$ cat src/rtl/lpd_pkg.sv
// Shared types, constants and status codes of the length-prefix deframer.
package lpd_pkg;

    // Width of the payload length counter.
    localparam int LENGTH_BITS = 21;

    localparam int MAX_LEN_WIDTH = 21;
    localparam logic [MAX_LEN_WIDTH-1:0] MAX_LEN_RESET = MAX_LEN_WIDTH'(1024 * 1024);

    // Largest length the counter can hold, kept wide enough for a 32-bit header.
    localparam logic [32:0] LEN_MASK = (33'd1 << LENGTH_BITS) - 33'd1;

    localparam logic [2:0] HEADER_LAST_IDX = 3'd3;

    localparam logic OP_DATA = 1'b0;
    localparam logic OP_END  = 1'b1;

    localparam logic [2:0] ST_PAYLOAD     = 3'd0;
    localparam logic [2:0] ST_EMPTY       = 3'd1;
    localparam logic [2:0] ST_OVERSIZE    = 3'd2;
    localparam logic [2:0] ST_CLEAN_END   = 3'd3;
    localparam logic [2:0] ST_PARTIAL_END = 3'd4;

    typedef struct packed {
        logic       operation;
        logic [7:0] data_byte;
    } in_item_t;

    typedef struct packed {
        logic [7:0] payload_byte;
        logic [2:0] status;
        logic       frame_last;
    } out_item_t;

    typedef struct packed {
        logic [2:0]             header_bytes_seen;
        logic [23:0]            length_shift;
        logic [LENGTH_BITS-1:0] payload_remaining;
        logic                   error_latched;
    } state_t;

endpackage

$ cat src/rtl/length_prefix_deframer_top.sv
// Top level of the length-prefix deframer: input register, framing state and result register.
//
//   channel   | direction | handshake                 | payload
//   ----------+-----------+---------------------------+-------------------------------
//   byte      | in        | byte_valid / byte_ready   | byte_item (operation, data_byte)
//   result    | out       | result_valid/result_ready | result_item (byte, status, last)
//   cfg       | in        | cfg_write                 | cfg_data (max_payload_length)
//
// One item is accepted per cycle unless results stall; any result passes both registers.
// The framing state updates as an item moves from the input register to the result register.
// A stall on the result side holds both registers, and the input register then fills up.
// Reset clears the framing state and sets the maximum length to 1 MiB.
module length_prefix_deframer_top (
    input  logic                                clk,
    input  logic                                rst_n,
    input  logic                                byte_valid,
    output logic                                byte_ready,
    input  lpd_pkg::in_item_t                   byte_item,
    output logic                                result_valid,
    input  logic                                result_ready,
    output lpd_pkg::out_item_t                  result_item,
    input  logic                                cfg_write,
    input  logic [lpd_pkg::MAX_LEN_WIDTH-1:0]   cfg_data
);

    logic                              stage_valid_reg;
    lpd_pkg::in_item_t                 stage_item_reg;
    lpd_pkg::state_t                   state_reg;
    lpd_pkg::state_t                   state_next;
    logic [lpd_pkg::MAX_LEN_WIDTH-1:0] max_len_reg;
    logic                              out_valid_reg;
    logic                              out_valid_next;
    lpd_pkg::out_item_t                out_item_reg;
    logic                              core_ok;
    lpd_pkg::out_item_t                core_result;
    logic                              advance;

    lpd_core u_core (
        .state      (state_reg),
        .item       (stage_item_reg),
        .max_len    (max_len_reg),
        .state_next (state_next),
        .result_ok  (core_ok),
        .result     (core_result)
    );

    assign advance    = stage_valid_reg && (!out_valid_reg || result_ready);
    assign byte_ready = !stage_valid_reg || advance;

    always_comb
    begin
        if (advance)
        begin
            out_valid_next = core_ok;
        end
        else if (result_ready)
        begin
            out_valid_next = 1'b0;
        end
        else
        begin
            out_valid_next = out_valid_reg;
        end
    end

    always_ff @(posedge clk or negedge rst_n)
    begin
        if (!rst_n)
        begin
            stage_valid_reg <= 1'b0;
            state_reg       <= '0;
            max_len_reg     <= lpd_pkg::MAX_LEN_RESET;
            out_valid_reg   <= 1'b0;
        end
        else
        begin
            if (byte_ready)
            begin
                stage_valid_reg <= byte_valid;
            end
            if (advance)
            begin
                state_reg <= state_next;
            end
            if (cfg_write)
            begin
                max_len_reg <= cfg_data;
            end
            out_valid_reg <= out_valid_next;
        end
    end

    always_ff @(posedge clk)
    begin
        if (byte_ready && byte_valid)
        begin
            stage_item_reg <= byte_item;
        end
        if (advance && core_ok)
        begin
            out_item_reg <= core_result;
        end
    end

    assign result_valid = out_valid_reg;
    assign result_item  = out_item_reg;

    // An oversize header leaves no header or payload count behind.
    assert property (@(posedge clk) disable iff (!rst_n)
        state_reg.error_latched |-> (state_reg.header_bytes_seen == 3'd0 &&
                                     state_reg.payload_remaining == '0))
        else $error("error latched with framing counters still set");

    // A payload count is only loaded once the header is complete.
    assert property (@(posedge clk) disable iff (!rst_n)
        (state_reg.payload_remaining != '0) |-> (state_reg.header_bytes_seen == 3'd0))
        else $error("payload pending while header bytes are counted");

    assert property (@(posedge clk) disable iff (!rst_n)
        state_reg.header_bytes_seen <= lpd_pkg::HEADER_LAST_IDX)
        else $error("header byte count out of range");

    // A waiting result is never overwritten by the stage behind it.
    assert property (@(posedge clk) disable iff (!rst_n)
        (out_valid_reg && !result_ready) |=> (out_valid_reg && $stable(out_item_reg)))
        else $error("stalled result changed");

endmodule

$ cat src/rtl/lpd_core.sv
// Per-byte framing logic: next state and the optional result for one item.
module lpd_core (
    input  lpd_pkg::state_t                     state,
    input  lpd_pkg::in_item_t                   item,
    input  logic [lpd_pkg::MAX_LEN_WIDTH-1:0]   max_len,
    output lpd_pkg::state_t                     state_next,
    output logic                                result_ok,
    output lpd_pkg::out_item_t                  result
);

    logic [32:0] limit;
    logic [32:0] declared;
    logic        pending;

    always_comb
    begin
        limit = (33'(max_len) > lpd_pkg::LEN_MASK) ? lpd_pkg::LEN_MASK : 33'(max_len);
        declared = {1'b0, state.length_shift, item.data_byte};
        pending = (state.header_bytes_seen != 3'd0) || (state.payload_remaining != '0)
                  || state.error_latched;
    end

    always_comb
    begin
        state_next = state;
        result_ok  = 1'b0;
        result     = '0;
        priority if (item.operation == lpd_pkg::OP_END)
        begin
            result_ok     = 1'b1;
            result.status = pending ? lpd_pkg::ST_PARTIAL_END : lpd_pkg::ST_CLEAN_END;
            state_next    = '0;
        end
        else if (state.error_latched)
        begin
            // Bytes after an oversize header are dropped until end of stream.
            state_next = state;
        end
        else if (state.payload_remaining != '0)
        begin
            state_next.payload_remaining = state.payload_remaining
                                           - lpd_pkg::LENGTH_BITS'(1);
            result_ok           = 1'b1;
            result.payload_byte = item.data_byte;
            result.status       = lpd_pkg::ST_PAYLOAD;
            result.frame_last   = (state.payload_remaining == lpd_pkg::LENGTH_BITS'(1));
        end
        else if (state.header_bytes_seen < lpd_pkg::HEADER_LAST_IDX)
        begin
            state_next.length_shift      = {state.length_shift[15:0], item.data_byte};
            state_next.header_bytes_seen = state.header_bytes_seen + 3'd1;
        end
        else
        begin
            state_next.header_bytes_seen = 3'd0;
            state_next.length_shift      = '0;
            if (declared > limit)
            begin
                state_next.error_latched = 1'b1;
                result_ok     = 1'b1;
                result.status = lpd_pkg::ST_OVERSIZE;
            end
            else if (declared == 33'd0)
            begin
                result_ok         = 1'b1;
                result.status     = lpd_pkg::ST_EMPTY;
                result.frame_last = 1'b1;
            end
            else
            begin
                state_next.payload_remaining = declared[lpd_pkg::LENGTH_BITS-1:0];
            end
        end
    end

endmodule

$ cat config.mk
export PLATFORM = sky130hd
export DESIGN_NAME = length_prefix_deframer_top
export DESIGN_NICKNAME = d
export VERILOG_FILES = /design/src/rtl/lpd_pkg.sv /design/src/rtl/length_prefix_deframer_top.sv /design/src/rtl/lpd_core.sv
export SDC_FILE = /design/constraint.sdc
export NUM_CORES = 1
export LEC_CHECK = 0
export BUFFER_PORTS_ARGS = -buffer_cell sky130_fd_sc_hd__buf_2
export CORE_ASPECT_RATIO = 2
export CORE_MARGIN = 1.5
export CORE_UTILIZATION = 59
export DETAILED_ROUTE_END_ITERATION = 7
export PLACE_DENSITY = 0.8
export SLEW_MARGIN = 30
export SYNTH_ARGS = -nofsm -noshare
export SYNTH_HDL_FRONTEND = slang
export SYNTH_SLANG_ARGS = --single-unit
$ cat constraint.sdc
create_clock -name clk -period 3.35 [get_ports clk]
set_input_delay 0.335 -clock clk [delete_from_list [all_inputs] [get_ports clk]]
set_output_delay 0.335 -clock clk [all_outputs]
set_load 0.005 [all_outputs]
# Word-level counts from Yosys, hierarchy flattened
# Index checks and enable logic that the tools add are counted.
[totals]
wordCells = 66
reg_bits = 93
out_inout_bits = 14
input_bits = 35
[classes]
bitwise_logic = 1
n_addsub = 2
order_cmp = 2
n_reduce_logical = 17
n_eq_ne = 6
muxes = 26
[ops]
columns = ["cell", "n"]
rows = [
  ["$mux W49", 2],
  ["$mux W21", 3],
  ["$mux W27", 2],
  ["$logic_not A33 Y1", 1],
  ["$gt A32 B21 Y1", 1],
  ["$mux W22", 1],
  ["$eq A21 B1 Y1 const B", 1],
  ["$reduce_bool A21 Y1", 1],
  ["$sub A21 B1 Y21 const B", 1],
  ["$mux W4", 3],
  ["$mux W1", 11],
  ["$mux W3", 3],
  ["$ne A3 B2 Y1 const B", 3],
  ["$reduce_and A5 Y1", 1],
  ["$logic_or A1 B1 Y1", 4],
  ["$ne A2 B2 Y1 const B", 2],
  ["$add A3 B1 Y3 const B", 1],
  ["$logic_and A1 B1 Y1", 3],
  ["$lt A3 B2 Y1 const B", 1],
  ["$reduce_and A3 Y1", 1],
  ["$reduce_bool A3 Y1", 1],
  ["$reduce_or A3 Y1", 1],
  ["$logic_not A1 Y1", 2],
  ["$mux W2", 1],
  ["3 further kinds", 3],
]

# Depth between registers and ports, before layout
# Gate-level depths: netlist (run 1).
[logic_depth]
depth_word = 8
depth_mapped = 11
mapped_depth_nobuf = 9

# Cells and area by module
# Synthesis (run 1) repeated with hierarchy kept, for this count alone.
[hier_totals]
cells_unflattened = 547
area_unflattened_um2 = 5521.5
[by_module_without_submodules]
columns = ["module", "seq_area_each_um2", "n_inst", "area_per_inst_um2", "cells_each"]
rows = [
  ["length_prefix_deframer_top", 2433.6, 1, 3369.5, 179],
  ["lpd_core", 0.0, 1, 2152.1, 368],
]

# Least setup slack after synthesis (run 1)
# No wires, ideal clock.
[synth_path]
path_type = "register -> register"
from = "reg state_reg[28] in the netlist's numbering"
to = "reg out_item_reg, in the netlist result_item[0], enable pin"
period_less_slack_ps = 2975
path_slack_ps = 375
t_arrival_ps = 2573
setup_time_ps = 402
required_time_ps = 2948
path_buffers = 0
stages_incl_launch_ff = 8
cell_sequence = "dfrtp_1 ha_1 nand4_1 or2_1 a211o_1 nand4_1 nand3_1 a211oi_1"
[synth_between]
elab_chain_len = 8
word_cells_on_any_way = 9
classes_between = "order compare: 1; mux: 6; reduce/logical: 2"
[synth_lines]
columns = ["element", "line", "source"]
rows = [
  ["from (decl)", "length_prefix_deframer_top.sv:28", "lpd_pkg::state_t state_reg;"],
  ["from (signal assigned)", "length_prefix_deframer_top.sv:83", "state_reg <= state_next;"],
  ["parallel branches: the longest is 2 deep, another holds $gt A32 B21 Y1", "-", ""],
  ["$mux W1 *", "lpd_core.sv:57", "if (declared > limit)"],
  ["$mux W1 *", "lpd_core.sv:48", "else if (state.header_bytes_seen < lpd_pkg::HEADER_LAST_IDX)"],
  ["$mux W1 *", "lpd_core.sv:39", "else if (state.payload_remaining != '0)"],
  ["$mux W1 *", "lpd_core.sv:34", "else if (state.error_latched)"],
  ["$mux W1 *", "lpd_core.sv:28", "priority if (item.operation == lpd_pkg::OP_END)"],
  ["$logic_and A1 B1 Y1 *", "length_prefix_deframer_top.sv:99", "if (advance && core_ok)"],
  ["to (signal assigned)", "length_prefix_deframer_top.sv:101", "out_item_reg <= core_result;"],
  ["to (decl)", "length_prefix_deframer_top.sv:33", "lpd_pkg::out_item_t out_item_reg;"],
]
# Every way passes the cells marked *.
# A chain may end at the register's enable or synchronous reset.

# Final worst setup path (run 1)
[layout_path]
from = "reg state_reg[1] in the netlist's numbering"
to = "reg state_reg[13] in the netlist's numbering"
[layout_between]
elab_chain_len = 4
word_cells_on_any_way = 9
classes_between = "add/sub: 1; eq/ne: 3; mux: 3; reduce/logical: 2"
[layout_lines]
columns = ["element", "line"]
rows = [
  ["$sub A21 B1 Y21 or $reduce_bool A21 Y1 (tied branches)", "lpd_core.sv:42, lpd_core.sv:39"],
  ["$mux W21", "lpd_core.sv:39"],
  ["$mux W49", "lpd_core.sv:34"],
  ["$mux W49", "lpd_core.sv:28"],
]
# Several ways; a longest one is shown, not always the timed one. The select of a mux whose other input is x is not followed.

==> impl_metrics.toml, run 1 <==
[global_routing]
grt_pass1_vias = 4437
grt_antenna_before_repair = 0
grt_max_degree = 54
grt_first_pass_wirelength_um = 21710
groute.usage.overall_pct = 32.75
grt.overflow.total = 0

[layout]
final.fill_count = 646
finish.net_count = 642
layout-area-overhead-vs-synth_pct = 14.23
layout-drive-gt1-share_pct = 17.72
largest_register_ffs = 49
n_antenna_cell = 0
layout.cells.non_filler = 685

[clock_network]
cts_htree_levels = 3
master_cell_of_the_clock_root_buffer = "sky130_fd_sc_hd__clkbuf_16"
post_cts.resized_instances = 0
post_cts_setup_repair_buffer_count = 0
cts_bufs_inserted = 9
clk_pin_slew_worst_paths_ps = 70
cts_tree = "yes"
ctsLongestPathBuffers = 2
clkLatencyLatePin_ps = 350
clkSinkCount = 93
cts_hold_repair.buffers = 0

[status]
outcome = "finished, final reports clean"

[setup_path]
worstPathMaxFanout = 17
worst-endpoint-arrival_ps = 3330
critPathKind = "reg -> reg"
worstSetupStartpointType = "register"
cp_data_required_time_ps = 3540
endpoint_kind = "register"
worst_r2r_path_depth = 8

[sta]
period_share_pct = 93.82
fin_crit_period_ps = 3143
totalNegativeSetupSlack_ps = 0
fin_ws_ps = 207.0
worst_pin_slew_ps = 709.2
slew_viol_final = 0
fmaxAchievable_mhz = 318.2
setup_viol = 0
slew_headroom_pct = 52.28
hold_viol_final = 0
finClkSkew_ps = 5.433
grt_setup_unrepaired = "no"

[placed_design]
numPortBuffers = 48
place_ws_ps = 263.4
place.detailed.instances = 669
hpwlAfterDp_um = 9627
globalplace.congestion = 0.9327

[synthesis]
synthesis.nets = 589
netlist-cell-type-count = 57
syn_area_per_cell_um2 = 9.291
synth_top_cells_by_area = "sky130_fd_sc_hd__dfrtp_1 (36%), sky130_fd_sc_hd__edfxtp_1 (13%), sky130_fd_sc_hd__nand2_1 (7.7%)"
synth_top_flop_cell = "sky130_fd_sc_hd__dfrtp_1"
synthTopCellsByCount = "sky130_fd_sc_hd__nand2_1 (101), sky130_fd_sc_hd__dfrtp_1 (71), sky130_fd_sc_hd__o21ai_0 (56), sky130_fd_sc_hd__inv_1 (35), sky130_fd_sc_hd__a21oi_1 (32)"
synthCells = 529
synth_seq_area_share_pct = 49.52
netlist.area_leader.share_pct = 36.15
synth_area_um2 = 4915
synth_enable_flop_cells = 21
synth_seq_cells = 93
ys_async_sr_fraction_pct = 77.42
yosysTopAreaCell = "sky130_fd_sc_hd__dfrtp_1"
post-synth-top-count-cell = "sky130_fd_sc_hd__nand2_1"
yosys_warnings = 0

[pwr]
totalPowerFinal_mw = 4.532
p_leak_nw = 2.527
irDropWorstVdd_mv = 0.4869
pwr_density_cell_nw_per_um2 = 807.3

[drt]
drt_first_pass_iters = 7
remaining_drc_errors = 0
wirelength_um = 13070
vias = 4329
detailedRoute.firstIterationViolations = 352
drt.antenna.violating_nets = 0
drt-wirelength-per-cell_um = 19.08
vias_per_inst = 6.320

[floorplan]
placeableCoreArea_um2 = 8174
die_w_um = 67.54
start_util_pct = 60.13
floorplan.rows = 47
die-area_um2 = 8919
die_height_um = 132.1
boundaryPins = 49

[min_path]
worstHoldPathType = "in -> async"

[flow_run]
drv.max_cap_violation_count = 0
[final cells by class]
cell class	instances	area [µm²]	area share, %
flip-flops and latches	93	2434	43.35
multi-input cells	375	2247	40.03
repair buffers	68	390.4	6.953
clock buffers	9	225.2	4.012
inverters	35	131.4	2.340
well taps	98	122.6	2.184
clock inverters	7	63.81	1.137
[cells in the final DEF, fill, tap and decap left out, types with 3 or more instances in the layout]
cell type / synthesis / final
sky130_fd_sc_hd__and2_1: 9 / 9
sky130_fd_sc_hd__ha_1: 25 / 25
sky130_fd_sc_hd__nand2_1: 101 / 101
sky130_fd_sc_hd__nand4_1: 11 / 11
sky130_fd_sc_hd__edfxtp_1: 21 / 21
sky130_fd_sc_hd__a31oi_1: 5 / 5
sky130_fd_sc_hd__nand3_1: 7 / 7
sky130_fd_sc_hd__nor3b_1: 3 / 3
sky130_fd_sc_hd__or4_1: 4 / 4
sky130_fd_sc_hd__inv_1: 35 / 35
sky130_fd_sc_hd__or2_2: 3 / 3
sky130_fd_sc_hd__buf_2: 2 / 48
sky130_fd_sc_hd__buf_4: 0 / 20
sky130_fd_sc_hd__nor3_1: 17 / 17
sky130_fd_sc_hd__dfrtp_1: 71 / 71
sky130_fd_sc_hd__o211ai_1: 3 / 3
sky130_fd_sc_hd__or3_1: 5 / 5
sky130_fd_sc_hd__clkbuf_16: 0 / 9
sky130_fd_sc_hd__inv_6: 0 / 4
sky130_fd_sc_hd__nor2_1: 21 / 21
sky130_fd_sc_hd__a211oi_2: 3 / 4
sky130_fd_sc_hd__a21oi_1: 32 / 31
sky130_fd_sc_hd__nand2b_1: 3 / 3
sky130_fd_sc_hd__nor4_1: 9 / 9
sky130_fd_sc_hd__a21o_1: 5 / 5
sky130_fd_sc_hd__a221oi_1: 6 / 6
sky130_fd_sc_hd__o21ai_0: 56 / 56
sky130_fd_sc_hd__a211oi_1: 11 / 10
[per-stage QoR]
step | utilization, % | hold WS [ps] | cell area, µm²
floorplan | - | 39.41 | 4915
global placement | 65.10 | 390.4 | 5321
detailed placement | 65.10 | 401.3 | 5321
CTS | 68.64 | 23.61 | 5610
global route | 68.68 | 67.23 | 5614
finish | 68.68 | 18.63 | 5614
[path summary, 6_finish.rpt]
path                               start                end  slack, ps
min in group clk            byte_item[3]  stage_item_reg[3]        160
min reg2reg                state_reg[38]      state_reg[38]        510
max reg2reg                 state_reg[1]      state_reg[13]        210
max                         state_reg[1]      state_reg[13]        210
max in group asynchronous          rst_n      state_reg[36]       2540
min                                rst_n       result_valid         20
[worst max-delay path, stage by stage (launching register included)]
cell	delay (ps)
sky130_fd_sc_hd__dfrtp_1	400
sky130_fd_sc_hd__inv_1	140
sky130_fd_sc_hd__ha_1	230
sky130_fd_sc_hd__or3b_2	520
sky130_fd_sc_hd__nor3_2	350
sky130_fd_sc_hd__nand2_1	280
sky130_fd_sc_hd__nor2_1	230
sky130_fd_sc_hd__a21o_1	590
sky130_fd_sc_hd__o21ai_0	240
[metal layers]
metal	vias to the layer above	part of all wire, %	GRT usage (%)
li1	2001	-	-
met1	2070	36	37.20
met2	194	53	54.08
met3	64	4.3	5.124
met4	0	6.8	22.34
met5	-	0	0
[where the power goes]
| part | leakage, nW | switching (mW) | internal (mW) | total (mW) |
|---|---|---|---|---|
| Clock | 0.143 | 0.471 | 0.522 | 0.992 |
| Combinational | 1.24 | 1.11 | 0.670 | 1.78 |
| Sequential | 1.14 | 0.303 | 1.45 | 1.76 |
[cell families after synthesis]
| kind of cell | Yosys count | share of synthesized area (%) |
|---|---|---|
| DFF | 93 | 49.52 |
| adders and majority gates | 25 | 6.365 |
| muxes | 3 | 0.6365 |
| AOI/OAI and AO/OA | 139 | 17.87 |
| and+or+nand+nor | 207 | 20.42 |
| buffers and inverters | 61 | 5.015 |
| xor gates and xnor gates | 1 | 0.1782 |
No activity file was read; power rests on OpenSTA's default activity.
==> run 2: changes to the inputs <==
--- a/config.mk
+++ b/config.mk
@@ -11,6 +11,7 @@
 export CORE_UTILIZATION = 59
 export DETAILED_ROUTE_END_ITERATION = 7
 export PLACE_DENSITY = 0.8
+export SKIP_CTS_REPAIR_TIMING = 1
 export SLEW_MARGIN = 30
 export SYNTH_ARGS = -nofsm -noshare
 export SYNTH_HDL_FRONTEND = slang
==> constraint.sdc (replaced) <==
create_clock -name clk -period 3.25 [get_ports clk]
set_input_delay 0.325 -clock clk [delete_from_list [all_inputs] [get_ports clk]]
set_output_delay 0.325 -clock clk [all_outputs]
set_load 0.005 [all_outputs]
==> impl_metrics.toml, run 2 (synthesis gave the netlist of run 1 again) <==
[status]
outcome = "finished, final reports clean"

[floorplan]
die-area_um2 = 8919
die_height_um = 132.1
start_util_pct = 60.13
boundaryPins = 49
die_w_um = 67.54
placeableCoreArea_um2 = 8174
floorplan.rows = 47

[pwr]
irDropWorstVdd_mv = 0.4806
portion_of_total_power_attributed_to_sequential_cells_pct = 38.0
totalPowerFinal_mw = 4.758
pwr_density_cell_nw_per_um2 = 839.7
net_switching_share_of_the_total_power_pct = 40.68
internal_power_mw = 2.823
clock_power_share_pct = 23.1
combPwrFrac_pct = 38.9
p_leak_nw = 2.546
total_switching_power_mw = 1.936

[placed_design]
globalplace.congestion = 0.9958
numPortBuffers = 48
hpwlAfterDp_um = 9464

[clock_network]
cts_bufs_inserted = 9
cts_htree_levels = 3
master_cell_of_the_clock_root_buffer = "sky130_fd_sc_hd__clkbuf_16"
clkLatencyLatePin_ps = 350
ctsLongestPathBuffers = 2
clk_pin_slew_worst_paths_ps = 70
clkSinkCount = 93
cts_tree = "yes"

[layout]
most_frequent_cells_in_the_layout = "sky130_fd_sc_hd__nand2_1 (101), sky130_fd_sc_hd__dfrtp_1 (71), sky130_fd_sc_hd__o21ai_0 (56)"
layout-area-overhead-vs-synth_pct = 15.30
n_antenna_cell = 0
finish.net_count = 645
largest_register_ffs = 49
layout-drive-gt1-share_pct = 17.80
layout.cells.most_common = "sky130_fd_sc_hd__nand2_1"

[setup_path]
worstSetupStartpointType = "register"
crit_chain = "ha_1 -> nand4_1 -> or2_1 -> or4_4 -> a311o_1 -> a21o_1 -> o32ai_1"
cp_data_required_time_ps = 3490
worst_r2r_path_depth = 7
worstPathMaxFanout = 17
r2r_setup_slack_ps = 160
endpoint_kind = "register"
r2r-start = "state_reg[27]"
reg_to_reg_critical_path_endpoint = "state_reg[11]"
critPathSlowestCell = "sky130_fd_sc_hd__or4_4"
critPathKind = "reg -> reg"
worst-endpoint-arrival_ps = 3330
cp_slowest_stage_delay_ps = 550

[min_path]
worstHoldPathType = "in -> reg"
worstHoldStart = "byte_item[6]"
holdPathStages = 1
hold_path_end = "stage_item_reg[6]"

[sta]
finClkSkew_ps = 9.394
hold_viol_final = 0
period_share_pct = 95.20
fin_crit_period_ps = 3094
fmaxAchievable_mhz = 323.2
totalNegativeSetupSlack_ps = 0
setup_viol = 0
slew_headroom_pct = 40.09
slew_viol_final = 0
worst_pin_slew_ps = 898.6
grt_setup_unrepaired = "no"

[flow_run]
drv.max_cap_violation_count = 0

[drt]
drt_first_pass_iters = 5
detailedRoute.firstIterationViolations = 339
remaining_drc_errors = 0
vias_per_inst = 6.265
drt-wirelength-per-cell_um = 19.10
vias = 4310
drt.antenna.violating_nets = 0
wirelength_um = 13140

[global_routing]
grt.overflow.total = 0
grt_first_pass_wirelength_um = 21540
grt_pass1_vias = 4468
grt_max_degree = 54
grt_antenna_before_repair = 0
groute.usage.overall_pct = 32.70
[run 2: critical path: cells and delay by family, from the launching register on]
kind            cells  cell delay (ps)
compound gates      3             1240
simple gates        3              950
flops               1              460
fa+ha+maj           1              340
[run 2: final cells by class]
cell class                 count  area (µm²)
fill                         632        2507
sequential                    93        2434
multi-input combinational    375        2243
clock inverter                 7       80.08
clock buffer                   9       225.2
tap                           98       122.6
timing repair buffer          71       430.4
inverter                      35       131.4
[run 2: how the worst max path moves through the flow]
stage / from / cells after the start / end
global placement: state_reg[28] / 7 / state_reg[12]
detailed placement: state_reg[27] / 7 / state_reg[12]
floorplan: state_reg[28] / 7 / result_item[0]
finish: state_reg[27] / 7 / state_reg[11]
global route: max_len_reg[20] / 8 / state_reg[11]
CTS: state_reg[28] / 7 / state_reg[11]
[run 2: stage by stage]
step           instances  cell area, µm²  utilization (%)  hold WS (ps)  setup slack, ps
2_1_floorplan        529            4915                -         29.41            274.9
5_1_grt              688            5667            69.33         138.1            51.08
3_5_place_dp         671            5349            65.44         488.7            207.9
4_1_cts              687            5654            69.17         116.4            175.5
6_report             688            5667            69.33         144.9            156.0
3_3_place_gp         671            5349            65.44         457.2            316.5
[run 2: power by group through the flow]
stage	logic (mW)	clock network, mW	registers [mW]
3_5_place_dp	1.81	0	1.82
6_report	1.85	1.10	1.81
2_1_floorplan	1.25	0	1.73
3_3_place_gp	1.75	0	1.80
4_1_cts	1.83	1.10	1.80
5_1_grt	2.07	1.15	1.84
[run 2: routing by layer]
layer | wire length, µm | track usage, %
met5 | 0 | 0
met4 | 1107 | 24.26
met3 | 570 | 5.807
met2 | 6772 | 52.94
met1 | 4687 | 36.80
==> run 3: changes to the inputs <==
--- a/config.mk
+++ b/config.mk
@@ -5,14 +5,17 @@
 export SDC_FILE = /design/constraint.sdc
 export NUM_CORES = 1
 export LEC_CHECK = 0
+export ABC_AREA = 1
 export BUFFER_PORTS_ARGS = -buffer_cell sky130_fd_sc_hd__buf_2
 export CORE_ASPECT_RATIO = 2
 export CORE_MARGIN = 1.5
-export CORE_UTILIZATION = 59
+export CORE_UTILIZATION = 61
 export DETAILED_ROUTE_END_ITERATION = 7
-export PLACE_DENSITY = 0.8
+export MAX_ROUTING_LAYER = met4
+export PLACE_DENSITY = 0.81
 export SKIP_CTS_REPAIR_TIMING = 1
 export SLEW_MARGIN = 30
 export SYNTH_ARGS = -nofsm -noshare
 export SYNTH_HDL_FRONTEND = slang
+export SYNTH_HIERARCHICAL = 1
 export SYNTH_SLANG_ARGS = --single-unit
==> impl_metrics.toml, run 3 <==
[pwr]
net_switching_share_of_the_total_power_pct = 47.86
pwr_density_cell_nw_per_um2 = 940.6
clock_power_share_pct = 18.4
combPwrFrac_pct = 51.1
p_leak_nw = 3.250
portion_of_total_power_attributed_to_sequential_cells_pct = 30.5
totalPowerFinal_mw = 6.238
irDropWorstVdd_mv = 0.5161
total_switching_power_mw = 2.985
internal_power_mw = 3.252

[drt]
vias_per_inst = 5.884
remaining_drc_errors = 0
drt_first_pass_iters = 6
vias = 5678
wirelength_um = 16400
detailedRoute.firstIterationViolations = 491
drt.antenna.violating_nets = 0
drt-wirelength-per-cell_um = 16.99

[setup_path]
cp_data_required_time_ps = 3290
worst-endpoint-arrival_ps = 2760
worstSetupStartpointType = "register"
endpoint_kind = "register"
critPathKind = "reg -> reg"
worstPathMaxFanout = 12
cp-startpoint = "state_reg[28]"
r2r-start = "state_reg[28]"
r2r_setup_slack_ps = 540

[sta]
worst_pin_slew_ps = 698.9
fin_crit_period_ps = 2712
setup_viol = 0
grt_setup_unrepaired = "no"
slew_headroom_pct = 53.41
slew_viol_final = 0
hold_viol_final = 0
period_share_pct = 83.44
finClkSkew_ps = 7.417
totalNegativeSetupSlack_ps = 0
fmaxAchievable_mhz = 368.7

[clock_network]
ctsLongestPathBuffers = 2
master_cell_of_the_clock_root_buffer = "sky130_fd_sc_hd__clkbuf_16"
clkSinkCount = 93
clkLatencyLatePin_ps = 350
clk_pin_slew_worst_paths_ps = 70
cts_htree_levels = 3
cts_tree = "yes"
cts_bufs_inserted = 9

[layout]
largest_register_ffs = 49
layout-area-overhead-vs-synth_pct = 9.211
most_frequent_cells_in_the_layout = "sky130_fd_sc_hd__nand2_1 (226), sky130_fd_sc_hd__nand3_1 (80), sky130_fd_sc_hd__inv_1 (73)"
layout.cells.most_common = "sky130_fd_sc_hd__nand2_1"
n_antenna_cell = 0
final.fill_count = 847
finish.net_count = 888
layout-drive-gt1-share_pct = 13.21

[synthesis]
post-synth-top-count-cell = "sky130_fd_sc_hd__nand2_1"
yosys_warnings = 6
synthCells = 802
synth_top_flop_cell = "sky130_fd_sc_hd__dfrtp_1"
netlist-cell-type-count = 42
yosysTopAreaCell = "sky130_fd_sc_hd__dfrtp_1"
synthesis.nets = 862
synth_area_um2 = 6072
syn_area_per_cell_um2 = 7.571
ys_async_sr_fraction_pct = 77.42
synth_top_cells_by_area = "sky130_fd_sc_hd__dfrtp_1 (29%), sky130_fd_sc_hd__nand2_1 (14%), sky130_fd_sc_hd__edfxtp_1 (10%)"
synth_enable_flop_cells = 21
netlist.area_leader.share_pct = 29.26
synth_seq_area_share_pct = 40.08
synthTopCellsByCount = "sky130_fd_sc_hd__nand2_1 (226), sky130_fd_sc_hd__nand3_1 (80), sky130_fd_sc_hd__inv_1 (73), sky130_fd_sc_hd__dfrtp_1 (71), sky130_fd_sc_hd__a21oi_1 (59)"
synth_seq_cells = 93

[global_routing]
grt_max_degree = 51
grt_pass1_vias = 5654
grt_antenna_before_repair = 0
groute.usage.overall_pct = 34.46
grt.overflow.total = 0
grt_first_pass_wirelength_um = 26990

[floorplan]
boundaryPins = 49
placeableCoreArea_um2 = 9699
die_w_um = 73.55
start_util_pct = 62.60
floorplan.rows = 51
die-area_um2 = 10600
die_height_um = 144.1

[flow_run]
drv.max_cap_violation_count = 0

[status]
outcome = "finished, final reports clean"

[placed_design]
numPortBuffers = 48
globalplace.congestion = 0.9644
hpwlAfterDp_um = 11180

[min_path]
worstHoldPathType = "in -> async"
run 3: layout make-up:
class | count | area [µm²] | area share (%)
Sequential cell | 93 | 2434 | 36.70
Timing Repair Buffer | 57 | 320.3 | 4.830
Clock buffer | 9 | 225.2 | 3.396
Multi-Input combinational cell | 587 | 3084 | 46.51
Tap cell | 132 | 165.2 | 2.491
Inverter | 80 | 305.3 | 4.604
Clock inverter | 7 | 97.59 | 1.472
run 3: power by group through the flow:
stage | Clock [mW] | Sequential (mW) | Combinational [mW]
after floorplan | 0 | 1.77 | 2.52
after global placement | 0 | 1.90 | 3.00
after detailed placement | 0 | 1.91 | 3.08
after CTS | 1.17 | 1.89 | 3.11
after global routing | 1.22 | 1.94 | 3.50
final | 1.15 | 1.90 | 3.19
run 3: through the flow:
stage                     utilization (%)  hold slack, ps  area [µm²]  instances  worst slack [ps]
after floorplan                         -           29.41        6072        802             619.6
after global placement              65.04           412.2        6309        949             654.0
after detailed placement            65.04           417.0        6309        949             638.9
after CTS                           68.37           42.19        6631        965             590.7
after global routing                68.37           76.26        6631        965             324.7
final                               68.37           17.63        6631        965             538.1
run 3: path summary, 6_finish.rpt:
kind                       cells after the start                 to
setup / recovery                              14    result_item[11]
hold / removal                                 1       state_reg[3]
setup reg to reg                              14    result_item[11]
hold reg to reg                                2    max_len_reg[20]
max in group asynchronous                      2    max_len_reg[20]
min in group clk                               1  stage_item_reg[2]
run 3: cells by family (layout without fill, tap and decap cells):
family / count (synthesis) / count (layout) / share of synthesized area [%]
buf+inv: 122 / 153 / 9.128
simple gates: 409 / 409 / 30.33
flops: 93 / 93 / 40.08
fa+ha+maj: 25 / 25 / 5.151
compound gates: 143 / 143 / 13.87
xor+xnor: 10 / 10 / 1.442
run 3: metal layers:
layer	share of wire [%]	track usage, %
met5	0	-
met4	8.2	27.78
met3	4.9	6.481
met2	51	56.00
met1	36	35.18
run 3: worst max-delay path, cell delays in order, from the launching register on:
cell                      delay [ps]
sky130_fd_sc_hd__dfrtp_1         490
sky130_fd_sc_hd__ha_1            330
sky130_fd_sc_hd__nand2_1         100
sky130_fd_sc_hd__nor3_1          280
sky130_fd_sc_hd__nand2_1          90
sky130_fd_sc_hd__nand2_1          70
sky130_fd_sc_hd__nand2_1          60
sky130_fd_sc_hd__nand2_1         160
sky130_fd_sc_hd__nand2_4         120
sky130_fd_sc_hd__a21oi_1         140
sky130_fd_sc_hd__o21ai_0          90
sky130_fd_sc_hd__nand2_1          80
sky130_fd_sc_hd__inv_1            50
sky130_fd_sc_hd__nor2_1           90
sky130_fd_sc_hd__buf_4           240
